--- src/b64kd_pkg.sv ---
// Shared constants, types and the character map of the base64url key decoder.
package b64kd_pkg;

    localparam int CHAR_COUNT = 87;
    localparam int KEY_BYTES  = 65;

    localparam int CHARS_W = 10;
    localparam int INDEX_W = 7;
    localparam int STORE_W = 12;
    localparam int PEND_W  = 4;

    localparam logic [CHARS_W-1:0] CHARS_MAX    = {CHARS_W{1'b1}};
    localparam logic [CHARS_W:0]   CHARS_TARGET = (CHARS_W+1)'(CHAR_COUNT);
    localparam logic [INDEX_W-1:0] BYTES_LIMIT  = INDEX_W'(KEY_BYTES);
    localparam logic [7:0]         PREFIX_BYTE  = 8'h04;

    typedef enum logic [2:0] {
        ST_OK       = 3'd0,
        ST_LENGTH   = 3'd1,
        ST_CHAR     = 3'd2,
        ST_OVERFLOW = 3'd3,
        ST_LEFTOVER = 3'd4,
        ST_PREFIX   = 3'd5
    } status_t;

    typedef struct packed {
        logic       ok;
        logic [5:0] value;
    } sextet_t;

    // Six-bit value of a base64url character; ok is low outside the alphabet.
    function automatic sextet_t sextet_of(input logic [7:0] c);
        sextet_t s;
        s.ok    = 1'b1;
        s.value = 6'd0;
        if (c >= 8'h41 && c <= 8'h5a)
        begin
            s.value = 6'(c - 8'h41);
        end
        else if (c >= 8'h61 && c <= 8'h7a)
        begin
            s.value = 6'(c - 8'h61 + 8'd26);
        end
        else if (c >= 8'h30 && c <= 8'h39)
        begin
            s.value = 6'(c - 8'h30 + 8'd52);
        end
        else if (c == 8'h2d)
        begin
            s.value = 6'd62;
        end
        else if (c == 8'h5f)
        begin
            s.value = 6'd63;
        end
        else
        begin
            s.ok = 1'b0;
        end
        return s;
    endfunction

endpackage

--- src/base64url_key_decoder_unit.sv ---
// Base64url key decoder: one text character in, one result item out per character.
//
// Takes an unpadded base64url text (A-Z a-z 0-9 - _) one character per input item,
// with tlast on the final character. Every character adds six bits to a 12-bit
// accumulator; each time a byte completes it leaves on the output item with its
// index (tuser high). The item for the final character carries tlast and a status:
// 0 ok, 1 bad length, 2 bad character, 3 too many bytes, 4 leftover bits nonzero,
// 5 first byte not 04. The first error sticks (later characters are only counted),
// but a wrong character count always reports bad length. All state clears after
// the final character, ready for the next key. Every input item yields exactly
// one output item, registered on acceptance. Decoding is a single pass of table
// lookup, shift and counter updates into the output register, so one item is taken
// every cycle while the output side accepts; the input is held off only while the
// output register is full and not being taken.
module base64url_key_decoder_unit (
    input  logic        clk,
    input  logic        rst_n,
    input  logic        s_axis_tvalid,
    output logic        s_axis_tready,
    input  logic [7:0]  s_axis_tdata,   // [7:0] char_code
    input  logic        s_axis_tlast,   // last_char
    output logic        m_axis_tvalid,
    input  logic        m_axis_tready,
    output logic [23:0] m_axis_tdata,   // [7:0] data_byte, [14:8] byte_index,
                                        // [17:15] status, [23:18] zero
    output logic        m_axis_tuser,   // byte_valid
    output logic        m_axis_tlast    // done_res
);

    // decoder state
    logic [b64kd_pkg::STORE_W-1:0] store_reg,   store_next;
    logic [b64kd_pkg::PEND_W-1:0]  pend_reg,    pend_next;
    logic [b64kd_pkg::CHARS_W-1:0] chars_reg,   chars_next;
    logic [b64kd_pkg::INDEX_W-1:0] bytes_reg,   bytes_next;
    b64kd_pkg::status_t            err_reg,     err_next;
    logic                          prefix_reg,  prefix_next;

    // output register
    logic                          ovalid_reg;
    logic                          bvalid_reg,  bvalid_next;
    logic [7:0]                    data_reg,    data_next;
    logic [b64kd_pkg::INDEX_W-1:0] index_reg,   index_next;
    logic                          done_reg;
    b64kd_pkg::status_t            status_reg,  status_next;

    logic                          in_accept;
    b64kd_pkg::sextet_t            sx;
    logic [b64kd_pkg::STORE_W-1:0] store_upd;
    logic [b64kd_pkg::PEND_W-1:0]  pend_sum;
    logic [b64kd_pkg::PEND_W-1:0]  pend_left;
    logic [b64kd_pkg::STORE_W-1:0] shifted;

    assign s_axis_tready = !ovalid_reg || m_axis_tready;
    assign in_accept     = s_axis_tvalid && s_axis_tready;

    assign sx        = b64kd_pkg::sextet_of(s_axis_tdata);
    assign store_upd = {store_reg[b64kd_pkg::STORE_W-7:0], sx.value};
    assign pend_sum  = pend_reg + b64kd_pkg::PEND_W'(6);
    assign pend_left = pend_sum - b64kd_pkg::PEND_W'(8);
    assign shifted   = store_upd >> pend_left;

    always_comb
    begin
        store_next  = store_reg;
        pend_next   = pend_reg;
        bytes_next  = bytes_reg;
        err_next    = err_reg;
        prefix_next = prefix_reg;
        bvalid_next = 1'b0;
        data_next   = 8'd0;
        index_next  = '0;
        status_next = b64kd_pkg::ST_OK;
        chars_next  = chars_reg;

        // accumulate while no error is recorded
        if (err_reg == b64kd_pkg::ST_OK)
        begin
            if (!sx.ok)
            begin
                err_next = b64kd_pkg::ST_CHAR;
            end
            else
            begin
                store_next = store_upd;
                pend_next  = pend_sum;
                if (pend_sum >= b64kd_pkg::PEND_W'(8))
                begin
                    pend_next = pend_left;
                    if (bytes_reg >= b64kd_pkg::BYTES_LIMIT)
                    begin
                        err_next = b64kd_pkg::ST_OVERFLOW;
                    end
                    else
                    begin
                        bvalid_next = 1'b1;
                        data_next   = shifted[7:0];
                        index_next  = bytes_reg;
                        if (bytes_reg == '0)
                        begin
                            prefix_next = (shifted[7:0] == b64kd_pkg::PREFIX_BYTE);
                        end
                        bytes_next = bytes_reg + b64kd_pkg::INDEX_W'(1);
                    end
                end
            end
        end

        if (s_axis_tlast)
        begin
            // length mismatch outranks any recorded error
            if (({1'b0, chars_reg} + 11'd1) != b64kd_pkg::CHARS_TARGET)
            begin
                status_next = b64kd_pkg::ST_LENGTH;
            end
            else if (err_next != b64kd_pkg::ST_OK)
            begin
                status_next = err_next;
            end
            else if (bytes_next != b64kd_pkg::BYTES_LIMIT
                     || pend_next != b64kd_pkg::PEND_W'(2))
            begin
                status_next = b64kd_pkg::ST_LENGTH;
            end
            else if (store_next[1:0] != 2'b00)
            begin
                status_next = b64kd_pkg::ST_LEFTOVER;
            end
            else if (!prefix_next)
            begin
                status_next = b64kd_pkg::ST_PREFIX;
            end
            else
            begin
                status_next = b64kd_pkg::ST_OK;
            end
            // clear for the next key
            store_next  = '0;
            pend_next   = '0;
            chars_next  = '0;
            bytes_next  = '0;
            err_next    = b64kd_pkg::ST_OK;
            prefix_next = 1'b0;
        end
        else if (chars_reg != b64kd_pkg::CHARS_MAX)
        begin
            chars_next = chars_reg + b64kd_pkg::CHARS_W'(1);
        end
    end

    always_ff @(posedge clk or negedge rst_n)
    begin
        if (!rst_n)
        begin
            store_reg  <= '0;
            pend_reg   <= '0;
            chars_reg  <= '0;
            bytes_reg  <= '0;
            err_reg    <= b64kd_pkg::ST_OK;
            prefix_reg <= 1'b0;
            ovalid_reg <= 1'b0;
            bvalid_reg <= 1'b0;
            done_reg   <= 1'b0;
            status_reg <= b64kd_pkg::ST_OK;
        end
        else
        begin
            if (in_accept)
            begin
                store_reg  <= store_next;
                pend_reg   <= pend_next;
                chars_reg  <= chars_next;
                bytes_reg  <= bytes_next;
                err_reg    <= err_next;
                prefix_reg <= prefix_next;
                ovalid_reg <= 1'b1;
                bvalid_reg <= bvalid_next;
                done_reg   <= s_axis_tlast;
                status_reg <= status_next;
            end
            else if (m_axis_tready)
            begin
                ovalid_reg <= 1'b0;
            end
        end
    end

    always_ff @(posedge clk)
    begin
        if (in_accept)
        begin
            data_reg  <= data_next;
            index_reg <= index_next;
        end
    end

    assign m_axis_tvalid = ovalid_reg;
    assign m_axis_tuser  = bvalid_reg;
    assign m_axis_tlast  = done_reg;
    assign m_axis_tdata  = {6'd0, status_reg, index_reg, data_reg};

    // checks
    a_pend_even: assert property (@(posedge clk) disable iff (!rst_n)
        pend_reg[0] == 1'b0 && pend_reg <= b64kd_pkg::PEND_W'(6))
        else $error("pending bit count out of range");

    a_status_only_done: assert property (@(posedge clk) disable iff (!rst_n)
        ovalid_reg && !done_reg |-> status_reg == b64kd_pkg::ST_OK)
        else $error("status on non-final item");

    a_no_byte_data: assert property (@(posedge clk) disable iff (!rst_n)
        ovalid_reg && !bvalid_reg |-> data_reg == 8'd0 && index_reg == '0)
        else $error("byte data without byte_valid");

    a_err_sticky: assert property (@(posedge clk) disable iff (!rst_n)
        in_accept && !s_axis_tlast && err_reg != b64kd_pkg::ST_OK
        |=> $stable(err_reg) && $stable(bytes_reg) && $stable(store_reg))
        else $error("decoder state moved after an error");

    a_bytes_bound: assert property (@(posedge clk) disable iff (!rst_n)
        bytes_reg <= b64kd_pkg::BYTES_LIMIT)
        else $error("byte count beyond key length");

endmodule
--- config.mk ---
export PLATFORM = sky130hd
export DESIGN_NAME = base64url_key_decoder_unit
export DESIGN_NICKNAME = d
export VERILOG_FILES = /design/src/b64kd_pkg.sv /design/src/base64url_key_decoder_unit.sv
export SDC_FILE = /design/constraint.sdc
export NUM_CORES = 1
export LEC_CHECK = 0
export ABC_AREA = 1
export BUFFER_PORTS_ARGS = -buffer_cell sky130_fd_sc_hd__buf_2
export CAP_MARGIN = 15
export CORE_ASPECT_RATIO = 1.75
export CORE_MARGIN = 1.5
export CORE_UTILIZATION = 40
export DETAILED_ROUTE_END_ITERATION = 12
export PLACE_DENSITY = 0.61
export RECOVER_POWER = 25
export SLEW_MARGIN = 30
export SYNTH_ARGS = -nofsm -noshare
export SYNTH_HDL_FRONTEND = slang
export SYNTH_SLANG_ARGS = --single-unit
--- constraint.sdc ---
create_clock -name clk -period 5.1 [get_ports clk]
set_input_delay 0.51 -clock clk [delete_from_list [all_inputs] [get_ports clk]]
set_output_delay 0.51 -clock clk [all_outputs]
set_load 0.03 [all_outputs]
==> flow_metrics.env, run 1 <==
export IMPL_p_leak_nw=1.91
export IMPL_synthFlopType="dfrtp_1"
export IMPL_slew_violations=37
export IMPL_die_w_um=75.0
export IMPL_fmax_mhz=328
export IMPL_insertion_delay_ns=0.30
export IMPL_rows=45
export IMPL_wl_mm=9.12
export IMPL_clock_skew_ns=0.00578
export IMPL_cts_sinks=51
export IMPL_synth_top_family_by_area="simple AND/OR/NAND/NOR gates"
export IMPL_worstSetupStartpointType="register"
export IMPL_hp_class="register to register"
export IMPL_rsz0062_at_grt="false"
export IMPL_diodes=0
export IMPL_yosysSeqAreaShare=0.373
export IMPL_layout_nets=551
export IMPL_grt_max_degree=37
export IMPL_max_slew_margin=-0.354
export IMPL_ctsHtreeMaxLevel=2
export IMPL_synth_async_sr_flop_share=0.706
export IMPL_postCtsHoldBufs=0
export IMPL_grt_pass1_wl_mm=14.8
export IMPL_yosys_area_share_simple=0.337
export IMPL_power_total_w=0.00125
export IMPL_root_buffer="clkbuf_16"
export IMPL_r2r_slack_ns=2.05
export IMPL_cts_setup_buffers=0
export IMPL_synth_adder_area_share=0.0517
export IMPL_areaGrowthSynthToFinish_pct=9.97
export IMPL_crit_slowest_cell="dfrtp_1"
export IMPL_largest_reg_flops=10
export IMPL_dp_cells=633
export IMPL_antenna_found_initial=0
export IMPL_syn_cell_area_um2=3630
export IMPL_path_cells="inv_1 -> ha_1 -> xor2_1 -> nor3_2 -> nand2_8 -> o21ai_1 -> nand3_1 -> nor2_1 -> nand3_1 -> nor2_2 -> nand2_1 -> nand2_1 -> nand2_1 -> nand2_1 -> nand2_1"
export IMPL_tns_ns=0
export IMPL_firstDrtPassIters=4
export IMPL_required_ns=5.29
export IMPL_grt_pass1_vias=3257
export IMPL_post_synth_cell_area_avg_um2=7.31
export IMPL_slowest_delay_ns=0.65
export IMPL_muxShareOfSynthArea=0
export IMPL_overflow=0
export IMPL_multi_input_area_um2=1890
export IMPL_yosysWarningCount=0
export IMPL_worst_ep_arrival_time_ns=3.24
export IMPL_synth_cell_types=42
export IMPL_drv_cap=1
export IMPL_numPortBuffers=34
export IMPL_vias=3256
export IMPL_ir_drop_v=0.000168
export IMPL_cts_tree="built"
export IMPL_die_area_um2=9670
export IMPL_post_cts_resize_count=0
export IMPL_fin_area_um2=3990
export IMPL_die_y_um=129
export IMPL_status="finished, violations left"
export IMPL_cellPowerDensity_nw_per_um2=313
export IMPL_drtIter0Drc=144
export IMPL_place_area_um2=3840
export IMPL_finalHoldViolations=0
export IMPL_cp_end_kind="register"
export IMPL_ant_nets=0
export IMPL_worst_setup_path_type="register to register"
export IMPL_fin_crit_ns=3.05
export IMPL_post_route_util=0.457
export IMPL_seqCellArea_um2=1350
export IMPL_synth_compound_area_frac=0.0924
export IMPL_start_util=0.416
export IMPL_ys_ff_latch=51
export IMPL_drive_above_1_share=0.132
export IMPL_postSynthCellCount=496
export IMPL_finalSetupViolations=0
export IMPL_pin_count=41
export IMPL_clk_pin_slew_ns=0.07
export IMPL_gp_congestion=0.902
export IMPL_fillCellCount=931
export IMPL_fin_cells=641
export IMPL_drcViolationCount=0
export IMPL_path_max_fanout=19
export IMPL_wl_per_cell_um=14.2
export IMPL_routed_via_density=5.08
export IMPL_numCtsBuffers=5
export IMPL_violations="max-capacitance violations, max-slew violations"
export IMPL_tightest_slew_ns=2.03
export IMPL_cts_buffer_depth=2
export IMPL_dp_final_hpwl_mm=7.27
export IMPL_fin_crit_sh=0.599
export IMPL_timing_critical_path_mode_cell="nand2_1"
export IMPL_coreArea_um2=8730
export IMPL_track_usage=0.202
export IMPL_synthXorXnorAreaFrac=0.0338
export IMPL_synth_edf_count=15
==> cell type report <==
cell class / instances / share of cell area
inverters: 72 / 0.0693
clock buffers: 6 / 0.0348
multi-input cells: 359 / 0.474
well taps: 117 / 0.0367
flip-flops and latches: 51 / 0.339
clock inverters: 2 / 0.00376
repair buffers: 34 / 0.0423
==> synthesized netlist by cell type, drive strengths merged (2+ instances only) <==
cell type	n	area, um^2
o22ai	18	113
nor4	2	12.5
nor3	3	25.0
a21oi	8	40.0
a22o	2	17.5
dfrtp	36	901
nand4	12	75.1
edfxtp	15	450
nor2	52	218
or2	2	12.5
clkinv	4	16.3
ha	15	188
buf	12	100
inv	68	260
xor2	13	114
clkbuf	7	26.3
nand3	59	300
nand2	130	534
nand3b	3	22.5
o21ai	24	124
a211oi	2	15.0
a31oi	3	18.8
==> through the flow <==
stage	hold WS [ns]	worst slack, ns
after floorplan	0.214	2.54
after global placement	0.467	1.91
after detailed placement	0.472	1.89
after CTS	0.351	2.07
after global routing	0.519	1.69
final	0.477	2.05
==> cell usage in the layout, fill, tap and decap left out, types with 2 or more instances in the layout <==
master     Yosys  final
clkbuf_16      0      5
nand2_2        6      6
nor3_2         2      2
a21oi_1        8      8
or2_2          2      2
a31oi_1        3      3
conb_1         1      6
buf_2          2     33
nor2_1        45     45
inv_1         63     63
dfrtp_1       36     36
nand3_1       58     58
nor2_2         6      6
ha_1          15     15
nand2_4        2      2
xor2_1        13     13
nand2_1      121    121
o21ai_0       22     22
nor4_1         2      2
a22o_1         2      2
inv_4          2      3
edfxtp_1      15     15
a211oi_1       2      2
nand4_1       12     12
nand3b_1       3      3
inv_2          3      3
clkinv_1       3      3
o22ai_1       18     18
==> metal layers <==
metal	global-route usage	share of wire	vias to the layer above
li1	-	-	1655
met1	0.200	0.36	1494
met2	0.376	0.56	71
met3	0.0251	0.021	36
met4	0.133	0.058	0
met5	0	0	-
==> power by group <==
group | internal, W | switching, W | total, W
Clock | 0.000196 | 0.000150 | 0.000346
Sequential | 0.000455 | 0.0000348 | 0.000490
Combinational | 0.000125 | 0.000286 | 0.000411
Total | 0.000776 | 0.000471 | 0.00125
==> kinds of logic (layout without fill, tap and decap cells) <==
family | count (synthesis) | after routing
flops | 51 | 51
simple gates | 266 | 266
xor+xnor | 14 | 14
buf+inv | 91 | 114
compound gates | 58 | 58
other cells | 1 | 6
fa+ha+maj | 15 | 15
==> critical path: cells and delay by family (launching register included) <==
kind | cells | cell delay [ns]
XOR/XNOR | 1 | 0.19
AND/OR/NAND/NOR | 11 | 1.35
flip-flops | 1 | 0.65
adder cells (fa/ha/maj) | 1 | 0.28
buffers and inverters | 1 | 0.28
AO/OA/AOI/OAI | 1 | 0.20
==> final timing paths <==
kind	start	endpoint	cells past startpoint
max	pend_reg[1]$_DFFE_PN0P_	status_reg[0]$_DFFE_PN0P_	15
min	status_reg[0]$_DFFE_PN0P_	status_reg[0]$_DFFE_PN0P_	2
max reg2reg	pend_reg[1]$_DFFE_PN0P_	status_reg[0]$_DFFE_PN0P_	15
min reg2reg	status_reg[0]$_DFFE_PN0P_	status_reg[0]$_DFFE_PN0P_	2
max in group asynchronous	rst_n	m_axis_tuser$_DFFE_PN0P_	1
min in group asynchronous	rst_n	store_reg[5]$_DFFE_PN0P_	1
Power figures use the tool's default switching activity.
==> run 2: changes to the inputs <==
--- a/config.mk
+++ b/config.mk
@@ -12,7 +12,7 @@
 export CORE_MARGIN = 1.5
 export CORE_UTILIZATION = 40
 export DETAILED_ROUTE_END_ITERATION = 12
-export PLACE_DENSITY = 0.61
+export PLACE_DENSITY = 0.63
 export RECOVER_POWER = 25
 export SLEW_MARGIN = 30
 export SYNTH_ARGS = -nofsm -noshare
==> constraint.sdc (replaced) <==
create_clock -name clk -period 2.7 [get_ports clk]
set_input_delay 0.27 -clock clk [delete_from_list [all_inputs] [get_ports clk]]
set_output_delay 0.27 -clock clk [all_outputs]
set_load 0.03 [all_outputs]
==> run 2 against run 1 <==
  * Largest power group unchanged
  * The run now ends clean
  * Worst setup slack got worse by 1.8 ns
  * Combinational power grew 120%
  * Power grew 96%
  * Wire length increased by 0.11%
  * Via count increased by 5.1%
  * Non-clock buffer count up 26
==> flow_metrics.env, run 2 (synthesis results as in run 1) <==
export IMPL_post_route_util=0.482
export IMPL_coreArea_um2=8730
export IMPL_grt_pass1_vias=3422
export IMPL_cellPowerDensity_nw_per_um2=581
export IMPL_wl_mm=9.13
export IMPL_gp_congestion=0.916
export IMPL_grt_pass1_wl_mm=15.3
export IMPL_rows=45
export IMPL_cp_end_kind="register"
export IMPL_die_y_um=129
export IMPL_critPathTopFamily="simple AND/OR/NAND/NOR gates"
export IMPL_timing_critical_path_mode_cell="nand2_1"
export IMPL_vias=3421
export IMPL_drcViolationCount=0
export IMPL_cts_buffer_depth=2
export IMPL_largest_reg_flops=10
export IMPL_clk_pin_slew_ns=0.07
export IMPL_tightest_slew_ns=1.47
export IMPL_track_usage=0.207
export IMPL_antenna_found_initial=0
export IMPL_fin_crit_sh=0.926
export IMPL_slew_violations=0
export IMPL_path_cells="inv_2 -> ha_1 -> nor3_2 -> a31oi_2 -> nor3_2 -> buf_4 -> nand2_8 -> inv_2 -> nand2_2 -> nand2_2 -> clkinv_1 -> nand2_1 -> nor2_1 -> nand3_1 -> nor2_2 -> nand2_1 -> nand2_1 -> nand2_1 -> nand2_1 -> nand2_1"
export IMPL_dp_final_hpwl_mm=7.21
export IMPL_drtIter0Drc=154
export IMPL_status="finished clean"
export IMPL_most_common_layout_cells="121 x nand2_1, 62 x inv_1, 58 x nand3_1"
export IMPL_dp_cells=654
export IMPL_p_leak_nw=2.03
export IMPL_slowest_delay_ns=0.40
export IMPL_areaGrowthSynthToFinish_pct=15.9
export IMPL_path_buf_inv=4
export IMPL_finalHoldViolations=0
export IMPL_firstDrtPassIters=4
export IMPL_fin_cells=667
export IMPL_crit_slowest_cell="dfrtp_1"
export IMPL_drive_above_1_share=0.176
export IMPL_ir_drop_v=0.000312
export IMPL_path_max_fanout=19
export IMPL_worstSetupStartpointType="register"
export IMPL_wl_per_cell_um=13.7
export IMPL_fin_crit_ns=2.50
export IMPL_final_common_cell="nand2_1"
export IMPL_fmax_mhz=400
export IMPL_worst_ep_arrival_time_ns=2.68
export IMPL_insertion_delay_ns=0.29
export IMPL_wl_met3_um=206
export IMPL_hp_class="input pin to register"
export IMPL_cts_sinks=51
export IMPL_max_slew_margin=0.0186
export IMPL_die_w_um=75.0
export IMPL_numPortBuffers=34
export IMPL_layout_nets=577
export IMPL_root_buffer="clkbuf_16"
export IMPL_top_layer_used="met4"
export IMPL_clock_skew_ns=0.00862
export IMPL_die_area_um2=9670
export IMPL_diodes=0
export IMPL_wl_met1_mm=3.33
export IMPL_route_met2_wl_mm=5.29
export IMPL_grt_max_degree=37
export IMPL_worst_setup_path_type="register to register"
export IMPL_finalSetupViolations=0
export IMPL_ctsHtreeMaxLevel=2
export IMPL_numCtsBuffers=5
export IMPL_routed_via_density=5.13
export IMPL_required_ns=2.88
export IMPL_ant_nets=0
export IMPL_drv_cap=0
export IMPL_start_util=0.416
export IMPL_overflow=0
export IMPL_pin_count=41
export IMPL_cts_tree="built"
run 2: final cells by class:
cell class / instances / area, um^2
Clock buffer: 7 / 143
Clock inverter: 1 / 8.76
Fill cell: 871 / 4520
Inverter: 72 / 277
Multi-Input combinational cell: 359 / 1910
Sequential cell: 51 / 1350
Tap cell: 117 / 146
Timing Repair Buffer: 60 / 363
run 2: worst paths after layout:
check,slack [ns],depth (start not counted),endpoint,start
worst max-delay path,0.20,20,status_reg[0]$_DFFE_PN0P_,bytes_reg[1]$_DFFE_PN0P_
worst min-delay path,0.27,4,m_axis_tvalid$_DFFE_PN0P_,m_axis_tready
worst max register to register,0.20,20,status_reg[0]$_DFFE_PN0P_,bytes_reg[1]$_DFFE_PN0P_
worst min register to register,0.47,2,status_reg[0]$_DFFE_PN0P_,status_reg[0]$_DFFE_PN0P_
max in group asynchronous,0.45,3,prefix_reg$_DFFE_PN0P_,rst_n
min in group asynchronous,0.49,2,store_reg[2]$_DFFE_PN0P_,rst_n
run 2: metal layers:
metal	GRT usage	vias up
met5	0	-
li1	-	1719
met2	0.406	85
met3	0.0235	18
met4	0.0995	0
met1	0.202	1599
run 2: through the flow:
stage | area [um^2] | hold slack [ns] | setup WS (ns) | total power (W) | setup TNS, ns
2_1_floorplan | 3650 | -0.0256 | 0.214 | 0.00154 | 0
3_3_place_gp | 3990 | 0.407 | -0.0426 | 0.00177 | -0.0426
3_5_place_dp | 3990 | 0.415 | -0.0847 | 0.00178 | -0.0847
4_1_cts | 4150 | 0.107 | 0.0999 | 0.00242 | 0
5_1_grt | 4200 | 0.285 | -0.00186 | 0.00259 | -0.00186
6_report | 4200 | 0.269 | 0.200 | 0.00244 | 0
run 2: power breakdown:
| part | switching [W] | internal (W) |
|---|---|---|
| Sequential | 0.0000465 | 0.000859 |
| Clock | 0.000271 | 0.000371 |
| Combinational | 0.000589 | 0.000304 |
| Total | 0.000907 | 0.00153 |
run 2: repair_timing:
action | 4_1_cts | 5_1_grt
endpoints found under the setup margin | 0 | 2
gates resized for setup | 0 | 6
hold buffers | 0 | 1
buffers inserted | 0 | 3
endpoints found under the hold margin | 0 | 9
run 2: tightest hold or removal path, stage by stage:
cell,delay [ns]
buf_2,0.08
inv_1,0.03
nand2_1,0.08
nand2_1,0.06
==> run 3: changes to the inputs <==
--- a/config.mk
+++ b/config.mk
@@ -6,13 +6,14 @@
 export NUM_CORES = 1
 export LEC_CHECK = 0
 export ABC_AREA = 1
-export BUFFER_PORTS_ARGS = -buffer_cell sky130_fd_sc_hd__buf_2
 export CAP_MARGIN = 15
 export CORE_ASPECT_RATIO = 1.75
 export CORE_MARGIN = 1.5
 export CORE_UTILIZATION = 40
+export CTS_CLUSTER_DIAMETER = 120
 export DETAILED_ROUTE_END_ITERATION = 12
-export PLACE_DENSITY = 0.63
+export DONT_BUFFER_PORTS = 1
+export PLACE_DENSITY = 0.59
 export RECOVER_POWER = 25
 export SLEW_MARGIN = 30
 export SYNTH_ARGS = -nofsm -noshare
==> constraint.sdc (replaced) <==
create_clock -name clk -period 2.1 [get_ports clk]
set_input_delay 0.21 -clock clk [delete_from_list [all_inputs] [get_ports clk]]
set_output_delay 0.21 -clock clk [all_outputs]
set_load 0.03 [all_outputs]
==> run 3 against run 2 <==
  * The run now ends with negative setup slack left
  * Cell area up 10%
  * Via count increased by 2.7%
  * Clock skew decreased by 0.0019 ns
  * Critical path depth shrank 3
  * Sequential share of layout area fell by 3.0 points
  * Combinational power is 62% higher
  * Wire length up 7.4%
  * Sequential cell count did not move
  * Critical path type unchanged
  * Largest cell class unchanged
  * Largest power group is now combinational cells
==> flow_metrics.env, run 3 (synthesis results as in run 1) <==
export IMPL_track_usage=0.219
export IMPL_most_common_layout_cells="117 x nand2_1, 82 x buf_4, 58 x inv_1"
export IMPL_finalSetupViolations=2
export IMPL_wl_met3_um=199
export IMPL_ir_drop_v=0.000362
export IMPL_fillCellCount=836
export IMPL_setup_slack_ns=-0.184
export IMPL_route_met2_wl_mm=5.74
export IMPL_reg2reg_to="status_reg[0]$_DFFE_PN0P_"
export IMPL_finalHoldViolations=0
export IMPL_numPortBuffers=0
export IMPL_worst_ep_arrival_time_ns=2.47
export IMPL_cts_buffer_depth=2
export IMPL_worstSetupStartpointType="register"
export IMPL_worst_setup_path_type="register to register"
export IMPL_max_slew_margin=0.365
export IMPL_rr_startpoint="bytes_reg[0]$_DFFE_PN0P_"
export IMPL_drtIter0Drc=172
export IMPL_clk_pin_slew_ns=0.07
export IMPL_fin_cells=692
export IMPL_required_ns=2.29
export IMPL_post_route_util=0.531
export IMPL_tightest_slew_ns=0.953
export IMPL_hold_end="err_reg[2]$_DFFE_PN0P_"
export IMPL_cts_sinks=51
export IMPL_drcViolationCount=0
export IMPL_routed_via_density=5.08
export IMPL_coreArea_um2=8730
export IMPL_final_common_cell="nand2_1"
export IMPL_dp_final_hpwl_mm=7.73
export IMPL_diodes=0
export IMPL_die_w_um=75.0
export IMPL_grt_max_degree=37
export IMPL_violations="negative setup slack"
export IMPL_path_max_fanout=7
export IMPL_start_util=0.416
export IMPL_die_area_um2=9670
export IMPL_ctsHtreeMaxLevel=2
export IMPL_slew_violations=0
export IMPL_startpoint="bytes_reg[0]$_DFFE_PN0P_"
export IMPL_status="finished, violations left"
export IMPL_numCtsBuffers=5
export IMPL_dp_cells=676
export IMPL_vias=3513
export IMPL_root_buffer="clkbuf_16"
export IMPL_fin_crit_ns=2.28
export IMPL_die_y_um=129
export IMPL_grt_pass1_vias=3555
export IMPL_rsz0062_at_grt="true"
export IMPL_min_delay_start="s_axis_tlast"
export IMPL_wl_met1_mm=3.51
export IMPL_areaGrowthSynthToFinish_pct=27.8
export IMPL_r2r_slack_ns=-0.18
export IMPL_top_layer_used="met4"
export IMPL_rows=45
export IMPL_cellPowerDensity_nw_per_um2=777
export IMPL_firstDrtPassIters=4
export IMPL_pin_count=41
export IMPL_wl_per_cell_um=14.2
export IMPL_worstHoldPathCells=3
export IMPL_power_total_w=0.00360
export IMPL_drive_above_1_share=0.252
export IMPL_fin_crit_sh=1.09
export IMPL_overflow=0
export IMPL_ant_nets=0
export IMPL_tns_ns=-0.341
export IMPL_hp_class="input pin to register"
export IMPL_drv_cap=0
export IMPL_cp_end_kind="register"
export IMPL_largest_reg_flops=10
export IMPL_grt_pass1_wl_mm=16.1
export IMPL_gp_congestion=0.906
export IMPL_layout_nets=602
export IMPL_antenna_found_initial=0
export IMPL_cts_tree="built"
export IMPL_wl_mm=9.81
export IMPL_fmax_mhz=438
export IMPL_insertion_delay_ns=0.30
export IMPL_clock_skew_ns=0.00671
export IMPL_p_leak_nw=2.19
export IMPL_rr_worst_depth=17
run 3: cell types whose count changed in the layout (fill, tap and decap cells not counted), sizes merged:
cell / previous run / this run
buf: 57 / 83
clkbuf: 9 / 6
clkinv: 5 / 6
bufinv: 0 / 1
run 3: area by class of cell:
cell class / instances / area [um^2] / area share
repair buffers: 85 / 642 / 0.138
clock inverters: 3 / 43.8 / 0.00945
clock buffers: 5 / 125 / 0.0270
inverters: 72 / 283 / 0.0610
flip-flops and latches: 51 / 1350 / 0.292
multi-input cells: 359 / 2040 / 0.441
well taps: 117 / 146 / 0.0316
run 3: per-stage QoR:
step / hold WS (ns) / area [um^2] / worst slack [ns]
6_report: 0.161 / 4630 / -0.184
5_1_grt: 0.184 / 4630 / -0.377
4_1_cts: 0.157 / 4560 / -0.223
3_5_place_dp: -0.0835 / 4310 / -0.347
3_3_place_gp: -0.0838 / 4310 / -0.287
2_1_floorplan: -0.0856 / 3730 / -0.103
run 3: worst max-delay path, stage by stage (launching register included):
cell and delay (ns):
dfrtp_1 0.43, buf_6 0.15, nor3_4 0.19, a31oi_4 0.13, nor3_4 0.27, nand2_8 0.12
nand2_2 0.08, nand2_2 0.06, clkinv_1 0.05, nand2_1 0.06, nor2_2 0.13, nand3_2 0.10
nor2_4 0.10, nand2_1 0.06, nand2_1 0.06, nand2_1 0.05, nand2_1 0.07, nand2_1 0.05
run 3: how the worst max path moves through the flow:
| stage | endpoint | slack (ns) | cells past startpoint |
|---|---|---|---|
| 6_report | status_reg[0]$_DFFE_PN0P_ | -0.18 | 17 |
| 5_1_grt | status_reg[0]$_DFFE_PN0P_ | -0.38 | 18 |
| 4_1_cts | status_reg[0]$_DFFE_PN0P_ | -0.22 | 15 |
| 3_5_place_dp | status_reg[0]$_DFFE_PN0P_ | -0.35 | 23 |
| 3_3_place_gp | status_reg[0]$_DFFE_PN0P_ | -0.29 | 23 |
| 2_1_floorplan | status_reg[0]$_DFFE_PN0P_ | -0.10 | 16 |
run 3: per-layer routing:
layer  up-vias  track usage
li1       1767            -
met1      1658        0.213
met2        65        0.419
met3        23       0.0313
met4         0        0.118
met5         -            0
run 3: report_power, final:
part | switching [W] | internal, W
registers | 0.000109 | 0.00111
logic | 0.000801 | 0.000646
clock network | 0.000377 | 0.000563
run 3: what timing repair did:
item	in CTS	in global routing
hold endpoints to repair	36	0
setup buffers	3	3
endpoints found under the setup margin	4	14
hold buffers	2	0
pin swaps	3	2
gates resized for setup	9	16
